### src/rtl/core/dns_pkg.sv
// Shared types, constants and the shaping filter coefficients for the
// dither noise shaper. No dependencies; imported by the core modules.
package dns_pkg;

    localparam int TAPS   = 24;
    localparam int TAP_W  = 5;
    localparam int ERR_W  = 19;
    localparam int COEF_W = 19;
    localparam int PROD_W = ERR_W + COEF_W;
    localparam int ACC_W  = 43;
    localparam int AMP_W  = 16;

    localparam logic [AMP_W-1:0] DITHER_AMP_RESET = 16'd256;

    // Input beat: sample in Q24.8, channel, random word in Q1.15.
    typedef struct packed {
        logic signed [31:0] sample;
        logic               channel;
        logic signed [15:0] random_word;
    } req_beat_t;

    // Result beat: shaped value in Q24.8 and the rounded integer.
    typedef struct packed {
        logic signed [31:0] shaped_value;
        logic signed [23:0] quantized;
    } rsp_beat_t;

    // Control from the sequencer to the multiply-accumulate unit.
    typedef struct packed {
        logic             clr;
        logic             issue;
        logic [TAP_W-1:0] tap;
    } mac_ctl_t;

    // Shaping filter coefficients in Q3.16, newest error on tap zero.
    function automatic logic signed [COEF_W-1:0] shaper_coef(input logic [TAP_W-1:0] tap);
        logic signed [COEF_W-1:0] c;
        begin
            case (tap)
                5'd0:    c = -19'sd157336;
                5'd1:    c =  19'sd220282;
                5'd2:    c = -19'sd252530;
                5'd3:    c =  19'sd258353;
                5'd4:    c = -19'sd185816;
                5'd5:    c =  19'sd89150;
                5'd6:    c = -19'sd8658;
                5'd7:    c = -19'sd45213;
                5'd8:    c =  19'sd72134;
                5'd9:    c = -19'sd52776;
                5'd10:   c =  19'sd22205;
                5'd11:   c =  19'sd6366;
                5'd12:   c = -19'sd21545;
                5'd13:   c =  19'sd26294;
                5'd14:   c = -19'sd14611;
                5'd15:   c =  19'sd3470;
                5'd16:   c =  19'sd7000;
                5'd17:   c = -19'sd9065;
                5'd18:   c =  19'sd8920;
                5'd19:   c = -19'sd2570;
                5'd20:   c = -19'sd348;
                5'd21:   c =  19'sd4263;
                5'd22:   c = -19'sd2763;
                5'd23:   c =  19'sd2950;
                default: c = '0;
            endcase
            return c;
        end
    endfunction

endpackage

### src/rtl/core/dither_noise_shaper_unit.sv
// Top level of the dither noise shaper: sequencer, history memory and output stage.
// Depends on dns_pkg, dns_ram and dns_mac.
//
// Each accepted beat adds dither (amplitude register times the random word)
// and subtracts a 24-tap filter of that channel's past quantization errors,
// rounds to a 24-bit integer and stores the new error. The next beat is
// accepted only once an item is finished: the history memory delivers one
// tap per cycle, followed by the multiply-accumulate drain, the shaping,
// sum and rounding steps, the write-back, and the idle state in which the
// next beat is taken.
// A finished result waits in an output register, so a stalled consumer holds
// up only the write-back of the following item. After reset the history
// memory is cleared one entry per cycle while no item is accepted; the
// amplitude register can be written at any time.
module dither_noise_shaper_unit #(
    parameter int CHANNELS = 2
) (
    input  logic                         clk,
    input  logic                         rst_n,
    input  logic                         req_valid,
    output logic                         req_ready,
    input  dns_pkg::req_beat_t           req,
    output logic                         rsp_valid,
    input  logic                         rsp_ready,
    output dns_pkg::rsp_beat_t           rsp,
    input  logic                         cfg_we,
    input  logic [dns_pkg::AMP_W-1:0]    cfg_wdata
);

    import dns_pkg::*;

    localparam int DEPTH  = CHANNELS * TAPS;
    localparam int ADDR_W = $clog2(DEPTH);
    localparam int CH_W   = (CHANNELS > 1) ? $clog2(CHANNELS) : 1;

    typedef enum logic [7:0] {
        ST_CLEAR = 8'b0000_0001,
        ST_IDLE  = 8'b0000_0010,
        ST_RUN   = 8'b0000_0100,
        ST_DRAIN = 8'b0000_1000,
        ST_SHAPE = 8'b0001_0000,
        ST_SUM   = 8'b0010_0000,
        ST_ROUND = 8'b0100_0000,
        ST_WRITE = 8'b1000_0000
    } state_t;

    state_t                   state_reg;
    state_t                   state_next;
    logic [AMP_W-1:0]         amp_reg;
    logic signed [31:0]       sample_reg;
    logic [CH_W-1:0]          ch_reg;
    logic signed [15:0]       rnd_reg;
    logic [ADDR_W-1:0]        base_reg;
    logic [TAP_W-1:0]         pos_cur_reg;
    logic [TAP_W-1:0]         rd_idx_reg;
    logic [TAP_W-1:0]         tap_reg;
    logic [TAP_W-1:0]         pos_reg [CHANNELS];
    logic [ADDR_W-1:0]        clr_addr_reg;
    logic signed [17:0]       dither_reg;
    logic signed [19:0]       shape_reg;
    logic signed [31:0]       shaped_reg;
    logic signed [23:0]       q_reg;
    logic                     rsp_valid_reg;
    rsp_beat_t                rsp_reg;

    logic                     accept;
    logic                     slot_free;
    logic                     do_write;
    logic                     last_tap;
    logic [CH_W-1:0]          ch_in;
    logic [TAP_W-1:0]         pos_in;
    mac_ctl_t                 mac_ctl;
    logic signed [ACC_W-1:0]  acc;
    logic                     mac_busy;
    logic                     ram_we;
    logic [ADDR_W-1:0]        ram_waddr;
    logic [ERR_W-1:0]         ram_wdata;
    logic [ADDR_W-1:0]        ram_raddr;
    logic [ERR_W-1:0]         ram_rdata;
    logic signed [32:0]       dprod;
    logic signed [32:0]       dsum;
    logic signed [ACC_W:0]    shape_sum;
    logic signed [33:0]       shaped_sum;
    logic signed [31:0]       shaped_sat;
    logic signed [32:0]       round_sum;
    logic signed [24:0]       q_wide;
    logic signed [23:0]       q_sat;
    logic signed [33:0]       diff;
    logic signed [ERR_W-1:0]  err;

    // Handshake and channel selection; out-of-range channels use the last one.
    assign req_ready = (state_reg == ST_IDLE);
    assign accept    = req_valid & req_ready;
    assign slot_free = !rsp_valid_reg | rsp_ready;
    assign do_write  = (state_reg == ST_WRITE) && slot_free;
    assign last_tap  = (tap_reg == TAP_W'(TAPS - 1));
    assign ch_in     = (32'(req.channel) >= CHANNELS) ? CH_W'(CHANNELS - 1)
                                                      : CH_W'(req.channel);
    assign pos_in    = pos_reg[ch_in];

    // Sequencer.
    always_comb
    begin
        state_next = state_reg;
        case (state_reg)
            ST_CLEAR:
            begin
                if (clr_addr_reg == ADDR_W'(DEPTH - 1))
                begin
                    state_next = ST_IDLE;
                end
            end
            ST_IDLE:
            begin
                if (accept)
                begin
                    state_next = ST_RUN;
                end
            end
            ST_RUN:
            begin
                if (last_tap)
                begin
                    state_next = ST_DRAIN;
                end
            end
            ST_DRAIN:
            begin
                if (!mac_busy)
                begin
                    state_next = ST_SHAPE;
                end
            end
            ST_SHAPE: state_next = ST_SUM;
            ST_SUM:   state_next = ST_ROUND;
            ST_ROUND: state_next = ST_WRITE;
            ST_WRITE:
            begin
                if (slot_free)
                begin
                    state_next = ST_IDLE;
                end
            end
            default:  state_next = ST_CLEAR;
        endcase
    end

    // Tap reads: one history word per cycle, oldest-to-newest order reversed.
    assign mac_ctl.clr   = accept;
    assign mac_ctl.issue = (state_reg == ST_RUN);
    assign mac_ctl.tap   = tap_reg;
    assign ram_raddr     = base_reg + ADDR_W'(rd_idx_reg);

    // Memory writes come from the clearing pass or the item write-back.
    always_comb
    begin
        ram_we    = 1'b0;
        ram_waddr = clr_addr_reg;
        ram_wdata = '0;
        if (state_reg == ST_CLEAR)
        begin
            ram_we = 1'b1;
        end
        else if (do_write)
        begin
            ram_we    = 1'b1;
            ram_waddr = base_reg + ADDR_W'(pos_cur_reg);
            ram_wdata = err;
        end
    end

    // Dither and the rounded, negated filter output.
    always_comb
    begin
        dprod     = $signed({1'b0, amp_reg}) * rnd_reg;
        dsum      = dprod + 33'sd16384;
        shape_sum = -{acc[ACC_W-1], acc} + 44'sh800000;
    end

    // Shaped value, saturated to 32 bits.
    always_comb
    begin
        shaped_sum = {{2{sample_reg[31]}}, sample_reg}
                   + {{16{dither_reg[17]}}, dither_reg}
                   + {{14{shape_reg[19]}}, shape_reg};
        if (shaped_sum[33:31] == 3'b000 || shaped_sum[33:31] == 3'b111)
        begin
            shaped_sat = shaped_sum[31:0];
        end
        else
        begin
            shaped_sat = shaped_sum[33] ? 32'sh8000_0000 : 32'sh7FFF_FFFF;
        end
    end

    // Round half up to an integer and saturate to 24 bits.
    always_comb
    begin
        round_sum = {shaped_reg[31], shaped_reg} + 33'sd128;
        q_wide    = round_sum[32:8];
        if (q_wide[24] == q_wide[23])
        begin
            q_sat = q_wide[23:0];
        end
        else
        begin
            q_sat = q_wide[24] ? 24'sh80_0000 : 24'sh7F_FFFF;
        end
    end

    // Quantization error in Q3.16, clamped.
    always_comb
    begin
        diff = {{2{q_reg[23]}}, q_reg, 8'h00} - {{2{shaped_reg[31]}}, shaped_reg};
        if ((&diff[33:10]) || !(|diff[33:10]))
        begin
            err = {diff[10:0], 8'h00};
        end
        else
        begin
            err = diff[33] ? 19'sh4_0000 : 19'sh3_FFFF;
        end
    end

    // Control registers.
    always_ff @(posedge clk or negedge rst_n)
    begin
        if (!rst_n)
        begin
            state_reg     <= ST_CLEAR;
            amp_reg       <= DITHER_AMP_RESET;
            clr_addr_reg  <= '0;
            tap_reg       <= '0;
            rsp_valid_reg <= 1'b0;
            for (int c = 0; c < CHANNELS; c++)
            begin
                pos_reg[c] <= '0;
            end
        end
        else
        begin
            state_reg <= state_next;
            if (cfg_we)
            begin
                amp_reg <= cfg_wdata;
            end
            if (state_reg == ST_CLEAR)
            begin
                clr_addr_reg <= clr_addr_reg + 1'b1;
            end
            if (accept)
            begin
                tap_reg <= '0;
            end
            else if (state_reg == ST_RUN)
            begin
                tap_reg <= tap_reg + 1'b1;
            end
            if (do_write)
            begin
                pos_reg[ch_reg] <= (pos_cur_reg == '0) ? TAP_W'(TAPS - 1)
                                                       : pos_cur_reg - 1'b1;
                rsp_valid_reg   <= 1'b1;
            end
            else if (rsp_ready)
            begin
                rsp_valid_reg <= 1'b0;
            end
        end
    end

    // Datapath registers.
    always_ff @(posedge clk)
    begin
        if (accept)
        begin
            sample_reg  <= req.sample;
            rnd_reg     <= req.random_word;
            ch_reg      <= ch_in;
            base_reg    <= ADDR_W'(ch_in) * ADDR_W'(TAPS);
            pos_cur_reg <= pos_in;
            rd_idx_reg  <= (pos_in == TAP_W'(TAPS - 1)) ? '0 : pos_in + 1'b1;
        end
        else if (state_reg == ST_RUN)
        begin
            rd_idx_reg <= (rd_idx_reg == TAP_W'(TAPS - 1)) ? '0 : rd_idx_reg + 1'b1;
        end
        if (state_reg == ST_SHAPE)
        begin
            dither_reg <= dsum[32:15];
            shape_reg  <= shape_sum[ACC_W:24];
        end
        if (state_reg == ST_SUM)
        begin
            shaped_reg <= shaped_sat;
        end
        if (state_reg == ST_ROUND)
        begin
            q_reg <= q_sat;
        end
        if (do_write)
        begin
            rsp_reg.shaped_value <= shaped_reg;
            rsp_reg.quantized    <= q_reg;
        end
    end

    assign rsp_valid = rsp_valid_reg;
    assign rsp       = rsp_reg;

    // Error history of all channels, one ring of TAPS words per channel.
    dns_ram #(
        .WIDTH (ERR_W),
        .DEPTH (DEPTH)
    ) u_hist (
        .clk   (clk),
        .we    (ram_we),
        .waddr (ram_waddr),
        .wdata (ram_wdata),
        .raddr (ram_raddr),
        .rdata (ram_rdata)
    );

    // Shaping filter accumulation.
    dns_mac u_mac (
        .clk     (clk),
        .rst_n   (rst_n),
        .ctl     (mac_ctl),
        .rd_data ($signed(ram_rdata)),
        .acc     (acc),
        .busy    (mac_busy)
    );

endmodule

### src/rtl/core/dns_ram.sv
// Generic single-write, single-read synchronous RAM with registered read data.
// Standalone; no package dependencies.
module dns_ram #(
    parameter int WIDTH = 19,
    parameter int DEPTH = 48,
    localparam int ADDR_W = $clog2(DEPTH)
) (
    input  logic              clk,
    input  logic              we,
    input  logic [ADDR_W-1:0] waddr,
    input  logic [WIDTH-1:0]  wdata,
    input  logic [ADDR_W-1:0] raddr,
    output logic [WIDTH-1:0]  rdata
);

    logic [WIDTH-1:0] mem [DEPTH];

    // Write port.
    always_ff @(posedge clk)
    begin
        if (we)
        begin
            mem[waddr] <= wdata;
        end
    end

    // Read port with registered read data.
    always_ff @(posedge clk)
    begin
        rdata <= mem[raddr];
    end

endmodule

### src/rtl/core/dns_mac.sv
// Pipelined multiply-accumulate over the error history taps.
// Depends on dns_pkg for the coefficient table and the control struct.
module dns_mac (
    input  logic                             clk,
    input  logic                             rst_n,
    input  dns_pkg::mac_ctl_t                ctl,
    input  logic signed [dns_pkg::ERR_W-1:0] rd_data,
    output logic signed [dns_pkg::ACC_W-1:0] acc,
    output logic                             busy
);

    import dns_pkg::*;

    logic                     vld1_reg;
    logic [TAP_W-1:0]         tap1_reg;
    logic                     vld2_reg;
    logic signed [PROD_W-1:0] prod_reg;
    logic signed [PROD_W-1:0] prod_next;
    logic signed [ACC_W-1:0]  acc_reg;
    logic signed [ACC_W-1:0]  acc_next;

    // Product of the memory word that arrived and the coefficient of its tap.
    always_comb
    begin
        prod_next = rd_data * shaper_coef(tap1_reg);
    end

    // The accumulator clears at the start of an item and sums exactly.
    always_comb
    begin
        acc_next = acc_reg;
        if (ctl.clr)
        begin
            acc_next = '0;
        end
        else if (vld2_reg)
        begin
            acc_next = acc_reg + ACC_W'(prod_reg);
        end
    end

    // Pipeline registers: read data stage, product stage, accumulator.
    always_ff @(posedge clk or negedge rst_n)
    begin
        if (!rst_n)
        begin
            vld1_reg <= 1'b0;
            vld2_reg <= 1'b0;
            tap1_reg <= '0;
            acc_reg  <= '0;
        end
        else
        begin
            vld1_reg <= ctl.issue;
            vld2_reg <= vld1_reg;
            tap1_reg <= ctl.tap;
            acc_reg  <= acc_next;
        end
    end

    always_ff @(posedge clk)
    begin
        prod_reg <= prod_next;
    end

    assign acc  = acc_reg;
    assign busy = vld1_reg | vld2_reg;

endmodule
### config.mk
export PLATFORM = sky130hd
export DESIGN_NAME = dither_noise_shaper_unit
export DESIGN_NICKNAME = d
export VERILOG_FILES = /design/src/rtl/core/dns_pkg.sv /design/src/rtl/core/dither_noise_shaper_unit.sv /design/src/rtl/core/dns_ram.sv /design/src/rtl/core/dns_mac.sv
export SDC_FILE = /design/constraint.sdc
export NUM_CORES = 2
export LEC_CHECK = 0
export BUFFER_PORTS_ARGS = -buffer_cell sky130_fd_sc_hd__buf_2
export CAP_MARGIN = 20
export CORE_ASPECT_RATIO = 1.75
export CORE_UTILIZATION = 59
export CTS_CLUSTER_DIAMETER = 30
export DETAILED_ROUTE_END_ITERATION = 12
export GPL_TIMING_DRIVEN = 0
export MAX_ROUTING_LAYER = met4
export PLACE_DENSITY = 0.85
export SYNTH_ARGS = -nofsm -noshare
export SYNTH_HDL_FRONTEND = slang
export SYNTH_HIERARCHICAL = 1
export SYNTH_SLANG_ARGS = --single-unit
### constraint.sdc
create_clock -name clk -period 10.7 [get_ports clk]
set_clock_uncertainty 0.1 [all_clocks]
set_input_delay 2.14 -clock clk [delete_from_list [all_inputs] [get_ports clk]]
set_output_delay 2.14 -clock clk [all_outputs]
set_load 0.02 [all_outputs]
==> results.md <==
- DR vias/cell: 6.44
- Top cells by area, synth: edfxtp_1 (44%), fa_1 (16%), ha_1 (5.7%), mux2i_1 (4.4%), inv_1 (3.3%)
- Main synth FF type: edfxtp_1
- Synthesized net count: 6911
- Share of cells above drive strength 1: 11.4%
- # H-tree levels: 4
- Area Growth Syn to Fin: 11.7%
- Clock Latency Late Sink: 780 ps
- EDFF count, synth: 1121
- Fin crit share: 94.3%
- Largest fanout on the critical path: 11
- VDD IR max: 0.320 mV
- Worst Setup SP: u_mac/tap1_reg[0]$_DFF_PN0_
- CTS Buffer Depth: 3
- Tmin final: 10090 ps
- Die area: 0.132 mm2
- Post-synthesis compound-gate area fraction: 7.08%
- Area of the mapped netlist: 0.0768 mm2
- Ports: 128
- Top cell type's share of synthesized area: 43.8%
- Antenna violations before repair: 13
- Largest stage delay, worst path: 720 ps
- # DRC: 38
- Hpwl dp: 161000 um
- Synthesized area per cell: 13.0 um2
- Synthesized-area fraction occupied by adder cells: 21.3%
- Crit start category: register
- Clock slew at reported path FFs: 60 ps
- Endpoint type of the worst setup path: register
- Fmax achieved: 99.1 MHz
- Met1 GRT Util: 36.6%
- Clk root buf: clkbuf_16
- Clk sinks: 1274
- Failing checks: design-rule violations
- Total core area: 0.129 mm2
- Total CTS buffers: 133
- CP top delay family: adder cells
- Final wirelength: 226000 um
- Hold Violations, Final: 0
- Final number of max-transition violations: 0
- Placer Congestion: 1.03
- Reported leakage power: 0.0317 uW
- Post-synthesis mux area share: 7.58%
- Pwr Total: 13000 uW
- Register area share after synthesis: 48.5%
- DR iter-0 viols: 5942
- CP bufs+invs: 5
- ANT nets after route: 0
- Grt peak-use layer: met2
- Top cells by count, synth: edfxtp_1 (1121), inv_1 (668), fa_1 (599)
- Power Density: 151 mW/mm2
- DRT Pass-1 Iters: 12
- Yosys top cell by area: edfxtp_1
- Status: finished with violations
- Setup TNS: 0 ps
- Yosys reg bits: 1274
- Xor/xnor cell area share of the yosys netlist: 2.21%
- Crit path required time: 11170 ps
- Die Width: 275 um
- CP arrival: 10560 ps
- # nets final: 7247
- Met2 Track Usage GR: 58.8%
- YS warnings: 6
- Largest net degree at the start of global routing: 203
- RSZ-0062 raised after global routing: no
- TritonCTS clock tree: yes
- Met3 usage: 8.18%
- Hold Path Origin: u_mac/vld1_reg$_DFF_PN0_
- Row cnt: 174
- Final Setup Violations: 0
- Worst hold path class: reg2reg
- Total congestion overflow: 0
- Vias in the first global route: 54.3k
- Critical path's most frequent cell: fa_1
- Critical path class: reg2reg
- Max FFs per register: 912
- First-pass GRT wire length: 335000 um
- Most frequent cell after synthesis: edfxtp_1
- DR vias: 51.7k
- Vert. Die Dim: 479 um
- Setup WS post-layout: 610 ps
- Synth Area in Simple Gates: 8.54%
- Cells after synthesis: 5894
- Dpl ws: 75.1 ps
- Initial Utilization: 59.7%
- Max-capacitance violation count: 0
- Port bufs: 126
- Worst slew pin tran: 1270 ps
- Reg-to-reg startpoint: u_mac/tap1_reg[0]$_DFF_PN0_
- WL/cell: 28.1 um
- Post-synthesis cell type count: 97
- Asr flop ratio synth: 7.54%
- Global-route usage over all layers: 36.0%
- Slowest cell on the critical path: fa_1
- Slew headroom: 15.6%
- Largest family of logic cells by synthesized area: adder cells
==> per-layer routing <==
layer | share of wire, % | vias to the layer above | routed length (um)
met5 | 0 | - | 0
met4 | 10 | 0 | 23200
met3 | 9.0 | 1270 | 20300
met2 | 50 | 3369 | 112000
met1 | 31 | 25700 | 70300
li1 | - | 21400 | -
==> logic make-up (layout without fill, tap and decap cells) <==
logic type	after synthesis	in the layout
and+or+nand+nor	1320	1320
AOI/OAI and AO/OA	792	792
DFF	1274	1274
buffers and inverters	910	1358
xor gates and xnor gates	194	194
adders and majority gates	947	947
other	0	15
muxes	457	457
==> path summary, 6_finish.rpt <==
| path | cells past startpoint | end | slack (ps) |
|---|---|---|---|
| setup / recovery | 27 | u_mac/prod_reg[37]$_DFF_P_ | 610 |
| hold / removal | 0 | u_mac/vld2_reg$_DFF_PN0_ | 280 |
| setup reg to reg | 27 | u_mac/prod_reg[37]$_DFF_P_ | 610 |
| hold reg to reg | 0 | u_mac/vld2_reg$_DFF_PN0_ | 280 |
| max in group asynchronous | 2 | state_reg[0]$_DFFE_PN1P_ | 8350 |
| min in group asynchronous | 1 | amp_reg[7]$_DFFE_PN0P_ | 1340 |
==> what timing repair did <==
action | CTS | global route
setup buffers | 0 | 0
setup endpoints to repair | 1 | 1
gates resized for setup | 1 | 7
hold buffers | 0 | 0
pin swaps | 0 | 0
cloned | 0 | 0
==> area by class of cell <==
cell class	count	area (um2)
tap	1672	2090
buffer	238	1190
multi-input combinational	3710	36200
sequential	1274	37200
timing repair buffer	202	1900
clock buffer	152	3440
fill	8659	42900
clock inverter	95	1190
antenna	15	37.5
inverter	671	2530
==> stage by stage <==
stage          std cells  area [um2]  util, %  hold slack [ps]
3_5_place_dp        7766       81100     63.0              254
5_1_grt             8025       85800     66.7              307
2_1_floorplan       5894       76800        -              246
6_report            8029       85800     66.7              279
4_1_cts             8013       85700     66.6              276
3_3_place_gp        7692       79500     61.8              256
==> cells in the final DEF (no fill, tap or decap), types with 21 or more instances in the layout <==
master	n
inv_1	666
nor2_2	40
o22ai_1	29
nor2b_1	61
o41ai_2	21
ha_1	348
buf_2	140
nand2b_1	42
a22o_1	45
o21ai_0	130
buf_6	38
dfrtp_1	94
mux4_2	93
nand2_1	454
a21oi_1	193
a221oi_1	39
dfxtp_1	57
clkbuf_1	166
nor3_1	39
xor2_1	61
fa_1	599
nor2_1	202
mux2i_1	337
nand3_1	59
buf_1	29
clkbuf_16	133
o21a_1	24
xnor2_1	133
a21o_1	65
and2_1	274
edfxtp_1	1121
a22oi_1	77
buf_8	38
a211oi_1	23
mux2_2	24
==> where the power goes <==
group	total, uW	internal [uW]	switching [uW]
Sequential	5490	5470	22.3
Clock	4850	2700	2160
Combinational	2650	1090	1560
Total	13000	9260	3740
Note: power is estimated with default switching activity, not from simulation.
